**config.mk**
```make
export PLATFORM = sky130hd
export DESIGN_NAME = blpm_cell
export DESIGN_NICKNAME = d
export VERILOG_FILES = /design/src/rtl/blpm_pkg.sv /design/src/rtl/blpm_cell.sv
export SDC_FILE = /design/constraint.sdc
export NUM_CORES = 1
export LEC_CHECK = 0
export ABC_AREA = 0
export CAP_MARGIN = 20
export CORE_MARGIN = 5
export CORE_UTILIZATION = 40
export DETAILED_ROUTE_END_ITERATION = 16
export DONT_BUFFER_PORTS = 1
export GPL_TIMING_DRIVEN = 1
export PLACE_DENSITY_LB_ADDON = 0.12
export SLEW_MARGIN = 25
export SYNTH_ARGS = -nofsm -noshare
export SYNTH_HDL_FRONTEND = slang
export SYNTH_SLANG_ARGS = --single-unit
```
**constraint.sdc**
```tcl
create_clock -name clk -period 3.45 [get_ports clk]
set_input_delay 0.345 -clock clk [delete_from_list [all_inputs] [get_ports clk]]
set_output_delay 0.345 -clock clk [all_outputs]
set_load 0.02 [all_outputs]
```
**src/rtl/blpm_pkg.sv**
```systemverilog
// ----------------------------------------------------------------------------
// blpm_pkg
// Shared constants, codes and types of the bit-plane LED modulator.
// ----------------------------------------------------------------------------
`default_nettype none

package blpm_pkg;

    localparam int NUM_LEDS = 16;
    localparam int MAX_BITS = 16;
    localparam int MIN_BITS = 2;

    localparam int IDX_W   = 4;
    localparam int DUTY_W  = 16;
    localparam int FRAME_W = 16;
    localparam int PLANE_W = 4;
    localparam int LSB_W   = 16;
    localparam int DEPTH_W = 5;
    // longest plane time is lsb_ticks shifted by the top plane index
    localparam int TICK_W  = LSB_W + (2 ** PLANE_W) - 1;

    localparam int ADDR_W  = 3;
    localparam int DATA_W  = 32;

    localparam logic [LSB_W-1:0]   RESET_LSB_TICKS = LSB_W'(50);
    localparam logic [DEPTH_W-1:0] RESET_BIT_DEPTH = DEPTH_W'(8);

    // request function codes
    localparam logic FUNC_WRITE = 1'b0;
    localparam logic FUNC_TICK  = 1'b1;

    // register index, taken from paddr[ADDR_W-1]
    localparam logic REG_LSB_TICKS = 1'b0;
    localparam logic REG_BIT_DEPTH = 1'b1;

    // one request as it travels down the cell row
    typedef struct packed {
        logic               valid;
        logic               wr;
        logic [IDX_W-1:0]   idx;
        logic [DUTY_W-1:0]  duty;
        logic               res;
        logic [PLANE_W-1:0] plane;
        logic [FRAME_W-1:0] frame;
    } hop_t;

endpackage

`default_nettype wire

```
**src/rtl/blpm_cell.sv**
```systemverilog
// ----------------------------------------------------------------------------
// blpm_cell
// One LED: shadow and active duty, adds its bit to a passing frame.
// ----------------------------------------------------------------------------
`default_nettype none

module blpm_cell
    import blpm_pkg::*;
(
    input  wire logic               clk,
    input  wire logic               rst_n,
    input  wire logic               advance,
    input  wire logic [IDX_W-1:0]   cell_id,
    input  wire hop_t               hop_in,
    output      hop_t               hop_out
);

    logic [DUTY_W-1:0]  shadow_reg;
    logic [DUTY_W-1:0]  active_reg;
    logic               hop_valid_reg;
    hop_t               hop_reg;
    hop_t               hop_next;

    logic               do_write;
    logic               do_copy;
    logic [DUTY_W-1:0]  shown_duty;

    assign do_write = hop_in.valid && hop_in.wr && (hop_in.idx == cell_id);
    assign do_copy  = hop_in.valid && hop_in.res && (hop_in.plane == '0);
    // on a copy the new frame already shows the shadow value
    assign shown_duty = do_copy ? shadow_reg : active_reg;

    always_comb
    begin
        hop_next = hop_in;
        if (hop_in.res)
            hop_next.frame = hop_in.frame
                           | (FRAME_W'(shown_duty[hop_in.plane]) << cell_id);
    end

    always_ff @(posedge clk or negedge rst_n)
    begin
        if (!rst_n)
        begin
            shadow_reg    <= '0;
            active_reg    <= '0;
            hop_valid_reg <= 1'b0;
        end
        else if (advance)
        begin
            if (do_write)
                shadow_reg <= hop_in.duty;
            if (do_copy)
                active_reg <= shadow_reg;
            hop_valid_reg <= hop_in.valid;
        end
    end

    always_ff @(posedge clk)
    begin
        if (advance)
            hop_reg <= hop_next;
    end

    always_comb
    begin
        hop_out       = hop_reg;
        hop_out.valid = hop_valid_reg;
    end

endmodule

`default_nettype wire

```
==> metrics.md <==
| Metric | Value |
|---|---|
| IO Port Bufs | 0 |
| Post-Synthesis Cells | around 190 |
| Syn. warnings | 0 |
| # DRC | 0 |
| Reg power frac | 60.3% |
| Peak supply drop | 0.000261 V |
| Starting density of the core | about two fifths |
| Post-DP HPWL | 4460 um |
| CP Class | register to register |
| Initial antenna violation count | 0 |
| Worst-case clock buffer depth | 2 |
| Yosys cell types | 30 |
| Max reg flops | 42 |
| Slew HR | 47.6% |
| H-tree Lvls | 3 |
| Cell row count | 31 |
| Critical Path Source | active_reg[12]$_DFFE_PN0P_ |
| Switching power | 0.437 mW |
| GRT Overall Usage | between 10 and 15% |
| Worst Reg2Reg Path Length in Cells | 4 |
| Via density | approximately 5.4 |
| Arr. time, crit path | 2180 ps |
| Max incr delay on CP | a little over 600 ps |
| Worst hold slack | 99.0 ps |
| Inst Count DP | 280 |
| First-pass GRT wire length | 9830 um |
| Die area | 0.00939 mm^2 |
| Leakage | between 1 and 1.5 nW |
| PnR Total Power | 1.89 mW |
| Global Route met2 Usage | a little under a quarter |
| Total gr overflow | 0 |
| 1st-iter DRT viols | 75 |
| DR vias | 1,610 |
| Drt pass-1 iters | 4 |
| Vias in the first global route | approximately 1,800 |
| CTS buffer count | 9 |
| Most Crowded Layer GR | met2 |
| WP data required | 3500 ps |
| CP startpoint kind | register |
| Worst R2R End | hop_out[0]$_DFFE_PP_ |
| Final Critical Period | 2130 ps |
| Core Box Area | between 0.007 and 0.008 mm^2 |
| R2r setup slk | 1320 ps |
| Hold Crit Class | input port to register |
| Die Y | 96.9 um |
| Clock root buffer | clkbuf_8 |
| CP Capture Type | register |
| Status | finished clean |
| Max Clk Rate | 0.469 GHz |
| Finished Core Util | 45.6% |
| Sw Ratio | 23.1% |
| Hold Vio Cnt, Final | 0 |
| Worst setup endpoint | hop_out[0]$_DFFE_PP_ |
| DIE WIDTH | 96.9 um |
| Ant. Diodes | 0 |
| RSZ-0062 raised after global routing | false |
| Largest net degree at the start of global routing | 46 |
| Pwr dens | 569 mW/mm^2 |
| Nets | 244 |
| Ports | 93 |
| #FFs+latches synth | 75 |
| Crit Reg-Reg Startpoint | active_reg[12]$_DFFE_PN0P_ |
| Final setup TNS | 0 ps |
| Routed wire per std cell | 21.3 um |
| Max-capacitance violation count | 0 |
| Total wire length | around 6300 um |
| Internal power | between 1 and 1.5 mW |
| Clock Skew | 10.2 ps |
| Combinational share of power | under 10% |
| Post-Syn Area per Cell | roughly 16 um^2 |
| Pins over their slew limit | 0 |
| Post-Syn Nets | 238 |
| Slew of the pin with the lowest slew margin | 784 ps |
| Clk_lat worst skew | around 340 ps |
| Post-route clock period utilization | approximately 60% |
| Final setup fails | 0 |
| Final ANT Viol Nets | 0 |
| Crit path cell chain | or4_1 -> and3_4 -> o31ai_4 -> o41ai_1 |
| Slowest CP cell | o31ai_4 |
| CTS tree | yes |
| Routability congestion estimate | slightly below 0.8 |
| GR Layer Usage met1 | 15.1% |
| Commonest non-fill, non-tap cells in the layout | 42 x edfxtp_1, 33 x mux2_2, 33 x dfrtp_1 |
| M3 GR Usage | 6.19% |
| Post-Layout Cell Count | 298 |
| Clock transition at path regs | 80 ps |
| Clk sinks | 75 |
| Share of layout cells above drive strength 1 | 26.6% |
| Synth-to-Final Area Change | 10.1% |
| Clock power frac | 33.8% |
| Most common cell after layout, fill and taps aside | edfxtp_1 |
| CP Max Fanout | 16 |
| Share of the yosys chip area belonging to registers | 69.1% |
| Post-Synthesis Cell Area | 0.00302 mm^2 |
==> layout make-up <==
cell class                      instances  area [um^2]
Fill cell                             685         3970
Sequential cell                        75         2090
Multi-Input combinational cell         89          823
Clock buffer                           15          188
Tap cell                               99          124
Inverter                               16         60.1
Timing Repair Buffer                    3         37.5
Clock inverter                          1         5.00
==> synthesized netlist by cell type <==
master,instances,area [um^2]
inv_1,16,60.1
buf_2,3,15.0
and3_1,1,6.26
mux2_2,33,372
and3_4,1,11.3
xor2_1,3,26.3
a2111oi_0,1,8.76
dfrtp_1,33,826
or2_2,2,12.5
o41ai_1,16,140
nor2_1,1,3.75
and4bb_4,1,16.3
a211o_1,1,8.76
xnor2_1,1,8.76
nand4_1,1,6.26
o31ai_1,1,7.51
buf_6,1,11.3
nand2_1,4,15.0
or4_1,2,15.0
o31ai_4,1,21.3
buf_4,2,15.0
mux2i_1,6,60.1
a21oi_1,2,10.0
edfxtp_1,42,1260
nand3_1,1,5.00
clkbuf_1,2,7.51
nand2b_1,4,25.0
o21bai_1,1,7.51
nor3b_1,4,30.0
a31oi_1,1,6.26
==> metrics by stage <==
stage / instance area [um^2] / worst slack, ps
floorplan: 3020 / 1470
global placement: 3100 / 1310
detailed placement: 3100 / 1210
CTS: 3320 / 1330
global route: 3320 / 1290
finish: 3320 / 1320
==> critical path, delay by kind of cell (launching register included) <==
kind,cells,cell delay [ps]
compound gates,2,800
simple gates,2,650
flops,1,380
==> how the worst min path moves through the flow <==
stage | start | end | slack (ps) | depth (start not counted)
2_1_floorplan | rst_n | active_reg[0]$_DFFE_PN0P_ | 50 | 0
3_3_place_gp | rst_n | shadow_reg[10]$_DFFE_PN0P_ | 50 | 0
3_5_place_dp | rst_n | shadow_reg[11]$_DFFE_PN0P_ | 50 | 0
4_1_cts | hop_in[21] | hop_out[21]$_DFFE_PP_ | 70 | 0
5_1_grt | hop_in[21] | hop_out[21]$_DFFE_PP_ | 70 | 0
6_report | hop_in[23] | hop_out[23]$_DFFE_PP_ | 100 | 0
==> power by group through the flow <==
| stage | clock, mW | sequential, mW | combinational, mW |
|---|---|---|---|
| after floorplan | 0 | 1.14 | 0.0933 |
| after global placement | 0 | 1.16 | 0.0944 |
| after detailed placement | 0 | 1.16 | 0.100 |
| after CTS | 0.664 | 1.14 | 0.113 |
| after global routing | 0.698 | 1.15 | 0.122 |
| final | 0.640 | 1.14 | 0.110 |
==> cell families (layout without fill, tap and decap cells) <==
family | count (synthesis) | in the layout | synth area share (%)
muxes | 39 | 39 | 14.3
and+or+nand+nor | 22 | 22 | 4.85
AOI/OAI and AO/OA | 24 | 24 | 6.96
xor gates and xnor gates | 4 | 4 | 1.16
buffers and inverters | 24 | 35 | 3.61
DFF | 75 | 75 | 69.1
==> metal layers <==
metal  wire length, um  up-vias
met5                 0        -
met4                79        0
met3               460        8
met2              3340       53
met1              2460      824
li1                  -      725
==> timing repair <==
action	CTS	global route
hold buffers	2	0
buffers inserted	0	0
resized for setup	0	0
hold endpoints to repair	33	0
Note: power is estimated with default switching activity, not from simulation.
