**src/rtl/blpm_pkg.sv**
```systemverilog
// ----------------------------------------------------------------------------
// blpm_pkg
// Shared constants, codes and types of the bit-plane LED modulator.
// ----------------------------------------------------------------------------
`default_nettype none

package blpm_pkg;

    localparam int NUM_LEDS = 16;
    localparam int MAX_BITS = 16;
    localparam int MIN_BITS = 2;

    localparam int IDX_W   = 4;
    localparam int DUTY_W  = 16;
    localparam int FRAME_W = 16;
    localparam int PLANE_W = 4;
    localparam int LSB_W   = 16;
    localparam int DEPTH_W = 5;
    // longest plane time is lsb_ticks shifted by the top plane index
    localparam int TICK_W  = LSB_W + (2 ** PLANE_W) - 1;

    localparam int ADDR_W  = 3;
    localparam int DATA_W  = 32;

    localparam logic [LSB_W-1:0]   RESET_LSB_TICKS = LSB_W'(50);
    localparam logic [DEPTH_W-1:0] RESET_BIT_DEPTH = DEPTH_W'(8);

    // request function codes
    localparam logic FUNC_WRITE = 1'b0;
    localparam logic FUNC_TICK  = 1'b1;

    // register index, taken from paddr[ADDR_W-1]
    localparam logic REG_LSB_TICKS = 1'b0;
    localparam logic REG_BIT_DEPTH = 1'b1;

    // one request as it travels down the cell row
    typedef struct packed {
        logic               valid;
        logic               wr;
        logic [IDX_W-1:0]   idx;
        logic [DUTY_W-1:0]  duty;
        logic               res;
        logic [PLANE_W-1:0] plane;
        logic [FRAME_W-1:0] frame;
    } hop_t;

endpackage

`default_nettype wire

```
**src/rtl/blpm_ctrl.sv**
```systemverilog
// ----------------------------------------------------------------------------
// blpm_ctrl
// Register file and plane timer: counts ticks down and picks the next plane.
// ----------------------------------------------------------------------------
`default_nettype none

module blpm_ctrl
    import blpm_pkg::*;
(
    input  wire logic                clk,
    input  wire logic                rst_n,
    input  wire logic                psel,
    input  wire logic                penable,
    input  wire logic                pwrite,
    input  wire logic [ADDR_W-1:0]   paddr,
    input  wire logic [DATA_W-1:0]   pwdata,
    output      logic [DATA_W-1:0]   prdata,
    input  wire logic                accept,
    input  wire logic                func,
    input  wire logic [IDX_W-1:0]    led_index,
    input  wire logic [DUTY_W-1:0]   duty,
    output      hop_t                entry
);

    logic [LSB_W-1:0]   lsb_reg;
    logic [DEPTH_W-1:0] depth_reg;
    logic [PLANE_W-1:0] plane_reg;
    logic [TICK_W-1:0]  ticks_reg;

    logic [DEPTH_W-1:0] depth_use;
    logic [DEPTH_W-1:0] plane_inc;
    logic [PLANE_W-1:0] plane_next;
    logic [LSB_W-1:0]   lsb_eff;
    logic [TICK_W-1:0]  ticks_next;
    logic               expire;
    logic               cfg_wr;

    assign cfg_wr = psel && penable && pwrite;

    always_comb
    begin
        if (depth_reg < DEPTH_W'(MIN_BITS))
            depth_use = DEPTH_W'(MIN_BITS);
        else if (depth_reg > DEPTH_W'(MAX_BITS))
            depth_use = DEPTH_W'(MAX_BITS);
        else
            depth_use = depth_reg;
    end

    // plane left over from a larger depth also wraps to zero
    assign plane_inc  = DEPTH_W'(plane_reg) + DEPTH_W'(1);
    assign plane_next = (plane_inc >= depth_use) ? '0 : plane_inc[PLANE_W-1:0];
    assign lsb_eff    = (lsb_reg == '0) ? LSB_W'(1) : lsb_reg;
    assign ticks_next = TICK_W'(lsb_eff) << plane_next;
    assign expire     = (ticks_reg <= TICK_W'(1));

    always_comb
    begin
        unique case (paddr[ADDR_W-1])
            REG_LSB_TICKS: prdata = DATA_W'(lsb_reg);
            REG_BIT_DEPTH: prdata = DATA_W'(depth_reg);
            default:       prdata = '0;
        endcase
    end

    always_ff @(posedge clk or negedge rst_n)
    begin
        if (!rst_n)
        begin
            lsb_reg   <= RESET_LSB_TICKS;
            depth_reg <= RESET_BIT_DEPTH;
        end
        else if (cfg_wr)
        begin
            unique case (paddr[ADDR_W-1])
                REG_LSB_TICKS: lsb_reg   <= pwdata[LSB_W-1:0];
                REG_BIT_DEPTH: depth_reg <= pwdata[DEPTH_W-1:0];
                default:       ;
            endcase
        end
    end

    always_ff @(posedge clk or negedge rst_n)
    begin
        if (!rst_n)
        begin
            plane_reg <= '0;
            ticks_reg <= TICK_W'(RESET_LSB_TICKS);
        end
        else if (accept && func == FUNC_TICK)
        begin
            if (expire)
            begin
                plane_reg <= plane_next;
                ticks_reg <= ticks_next;
            end
            else
            begin
                ticks_reg <= ticks_reg - TICK_W'(1);
            end
        end
    end

    // only duty writes and plane changes need to travel down the row
    always_comb
    begin
        entry.valid = accept && (func == FUNC_WRITE || expire);
        entry.wr    = (func == FUNC_WRITE);
        entry.idx   = led_index;
        entry.duty  = duty;
        entry.res   = (func == FUNC_TICK) && expire;
        entry.plane = plane_next;
        entry.frame = '0;
    end

endmodule

`default_nettype wire

```
**config.mk**
```make
export PLATFORM = sky130hd
export DESIGN_NAME = blpm_ctrl
export DESIGN_NICKNAME = d
export VERILOG_FILES = /design/src/rtl/blpm_pkg.sv /design/src/rtl/blpm_ctrl.sv
export SDC_FILE = /design/constraint.sdc
export NUM_CORES = 1
export LEC_CHECK = 0
export ABC_CLOCK_PERIOD_IN_PS = 3900
export BUFFER_PORTS_ARGS = -buffer_cell sky130_fd_sc_hd__buf_2
export CAP_MARGIN = 20
export CORE_MARGIN = 1
export CORE_UTILIZATION = 35
export CTS_CLUSTER_DIAMETER = 80
export DETAILED_ROUTE_END_ITERATION = 12
export HOLD_SLACK_MARGIN = 0.02
export PLACE_DENSITY = 0.58
export SKIP_CTS_REPAIR_TIMING = 1
export SLEW_MARGIN = 20
export SYNTH_ARGS = -nofsm -noshare
export SYNTH_HDL_FRONTEND = slang
export SYNTH_SLANG_ARGS = --single-unit
```
**constraint.sdc**
```tcl
create_clock -name clk -period 3.9 [get_ports clk]
set_input_delay 0.195 -clock clk [delete_from_list [all_inputs] [get_ports clk]]
set_output_delay 0.195 -clock clk [all_outputs]
set_load 0.05 [all_outputs]
```
==> run metrics <==
status=finished clean; FFs w/ async S/R, synth=100%; Worst-Margin Slew=about 860 ps; leakage power=2.11 nW; critical path type=register to output pin; sequential power share=roughly a third; maximum clock path buffer count=2; Comb pwr share=47.8%; H-tree depth=2; maximum vdd ir drop=0.258 mV; first-pass GRT wire length=21000 um; Worst setup SP type=register; cell count after placement=738; clk sinks=56; GR Util All Layers=20.0%; via density per instance=between 5 and 6; I/O pin count=between 100 and 150; synth-to-layout area growth=7.64%; # diodes=0; mapped cell area=approximately 0.0046 mm^2; met2 wire length=5960 um; Final HPWL DP=slightly below 10000 um; worst skew pair latency=310 ps; Worst R2R End=ticks_reg[22]$_DFFE_PN0P_; Core Region=~0.013 mm^2; Final #Nets=643; max-cap violations=0; Post-Syn Instances=553; largest net degree at the start of global routing=57; crit path time final=3620 ps; clock share of power=19.1%; Slew HR=42.1%; yosys warns=0; DRT iter0 DRCs=424; CTS tree=yes; routability cong.=between 0.9 and 1; Finished Layout Cells=746; max reg flops=31; CTS root buf=clkbuf_16; Clock transition at path regs=80 ps; final wirelength=13400 um; Crit Path Max Fanout=10; vias=~4300; post-placement setup slack=522 ps; r2r setup slk=~400 ps; worst setup path start=plane_reg[0]$_DFFE_PN0P_; initial antenna violation count=0; CTS buffer count=5; Final Skew=11.5 ps; height of the die=~120 um; Reg2Reg Launch Point=plane_reg[0]$_DFFE_PN0P_; FF-to-FF path depth=12; Final Slew Violations=0; unrepaired setup endpoints after global routing=false; # setup viols final=0; Avg WL per Cell=17.9 um; synth unique cells=69; Sw Share=46.8%; Synth Register Bits=56; DR WL met3=slightly above 1000 um; CP Capture Type=output pin; cell internal pwr=0.00159 W; Buffers on Ports=between 40 and 50; EDFF count, synth=0; router iterations before antenna repair=5; Syn Area/Cell=between 8 and 9 um^2; post-synthesis sequential area ratio=a little under a third; vias in the first global route=3978; top sig layer=met4; Arr. time, crit path=3420 ps; Filler cells=1306; FMAX=277 MHz; share of post-route cells with drive strength above 1=20.0%; TNS Setup=0 ps; Sw Pwr=0.00140 W; Core Rows=41; GRT Residual Overflow=0; antenna violation net count after detailed routing=0; WL met1=6090 um; final worst slack=~280 ps; power density cells=606 mW/mm^2; ys flop type=dfrtp_1; Die W=between 100 and 150 um; Starting Density=36.2%; Final Cycle Share=92.7%; Fin. Hold Viols=0; Hold/Removal Path Class=input port to asynchronous set/reset pin; drt drc=0; WP data required=3700 ps; total die area=0.0136 mm^2
[worst max path at each step]
stage               cells past startpoint  slack [ps]                         to
finish                                 10         280                  entry[19]
global route                           10          80                  entry[19]
CTS                                    10         390                  entry[19]
detailed placement                     12         520  ticks_reg[22]$_DFFE_PN0P_
global placement                       12         570  ticks_reg[22]$_DFFE_PN0P_
floorplan                              11         540  ticks_reg[15]$_DFFE_PN0P_
[metrics by stage]
| step | area [um^2] | util, % | power (W) | hold slack, ps |
|---|---|---|---|---|
| 2_1_floorplan | 4700 | - | 0.00209 | -101 |
| 3_3_place_gp | 4750 | 37.5 | 0.00236 | 390 |
| 3_5_place_dp | 4750 | 37.5 | 0.00239 | 390 |
| 4_1_cts | 4930 | 38.9 | 0.00296 | 74.0 |
| 5_1_grt | 4930 | 38.9 | 0.00316 | 99.9 |
| 6_report | 4930 | 38.9 | 0.00299 | 30.1 |
[synthesized netlist by cell type (all sizes together) (10+ instances only)]
library cell | number | share of area, %
nor2 | 39 | 3.2
clkbuf | 20 | 1.6
nand3 | 17 | 2.1
mux2i | 15 | 3.3
nor3 | 40 | 4.6
o21ai | 42 | 4.6
nor2b | 14 | 1.9
nand2 | 42 | 3.4
or3 | 11 | 1.5
dfrtp | 49 | 27
buf | 59 | 9.4
a21oi | 40 | 4.4
mux2 | 29 | 7.1
o211ai | 10 | 1.6
inv | 11 | 0.90
[cell families after synthesis]
group / Yosys count / synth area share [%]
simple gates: 199 / 23.1
compound gates: 151 / 21.0
buf+inv: 92 / 12.1
flops: 56 / 30.8
mux: 44 / 10.4
fa+ha+maj: 8 / 2.18
xor+xnor: 2 / 0.382
other cells: 1 / 0.0818
[layout by cell type (no fill, tap or decap), types with 3 or more instances in the layout]
| cell type | instances |
|---|---|
| a21oi_1 | 39 |
| dfrtp_1 | 49 |
| mux2i_1 | 15 |
| nand4_1 | 6 |
| nor3_1 | 39 |
| o21ai_0 | 35 |
| a22oi_1 | 4 |
| nor4_1 | 6 |
| nand2_1 | 42 |
| or3_1 | 11 |
| nor2_1 | 38 |
| o211ai_1 | 10 |
| mux2_2 | 29 |
| and2_1 | 6 |
| a32oi_1 | 3 |
| ha_1 | 8 |
| nand2b_1 | 5 |
| o31a_1 | 3 |
| clkbuf_16 | 5 |
| dfstp_2 | 7 |
| nor2b_1 | 14 |
| buf_2 | 46 |
| a211oi_1 | 3 |
| a21boi_0 | 3 |
| o21ai_1 | 7 |
| o221ai_1 | 5 |
| nand3_1 | 16 |
| a31oi_1 | 3 |
| inv_1 | 11 |
| conb_1 | 32 |
| o31ai_1 | 4 |
| o22ai_1 | 8 |
| buf_4 | 15 |
[critical path: stages (launching register included)]
cell and delay [ps]:
dfrtp_1 400, ha_1 230, xnor2_1 180, inv_1 170
ha_1 340, nand2_1 70, o21ai_1 400, a21oi_1 230
nand2_1 330, clkinv_1 410, buf_2 350
[metal layers]
layer,up-vias,global-route usage (%)
met5,-,0
met4,0,6.58
met3,26,4.41
met2,223,30.6
met1,2065,27.8
li1,1990,-
[power groups by stage]
stage          Clock (W)  Combinational [W]  Sequential, W
2_1_floorplan          0            0.00117       0.000921
3_3_place_gp           0            0.00138       0.000985
3_5_place_dp           0            0.00139       0.000994
4_1_cts         0.000577            0.00140       0.000985
5_1_grt         0.000595            0.00155        0.00102
6_report        0.000570            0.00143       0.000990
[layout make-up]
| cell class | count | area (um^2) | share of cell area, % |
|---|---|---|---|
| Multi-Input combinational cell | 436 | 2740 | 55.4 |
| Sequential cell | 56 | 1410 | 28.6 |
| Timing Repair Buffer | 61 | 343 | 6.95 |
| Tap cell | 172 | 215 | 4.36 |
| Clock buffer | 7 | 153 | 3.09 |
| Inverter | 13 | 48.8 | 0.989 |
| Clock inverter | 1 | 30.0 | 0.609 |
(Power assumes the default switching activity.)
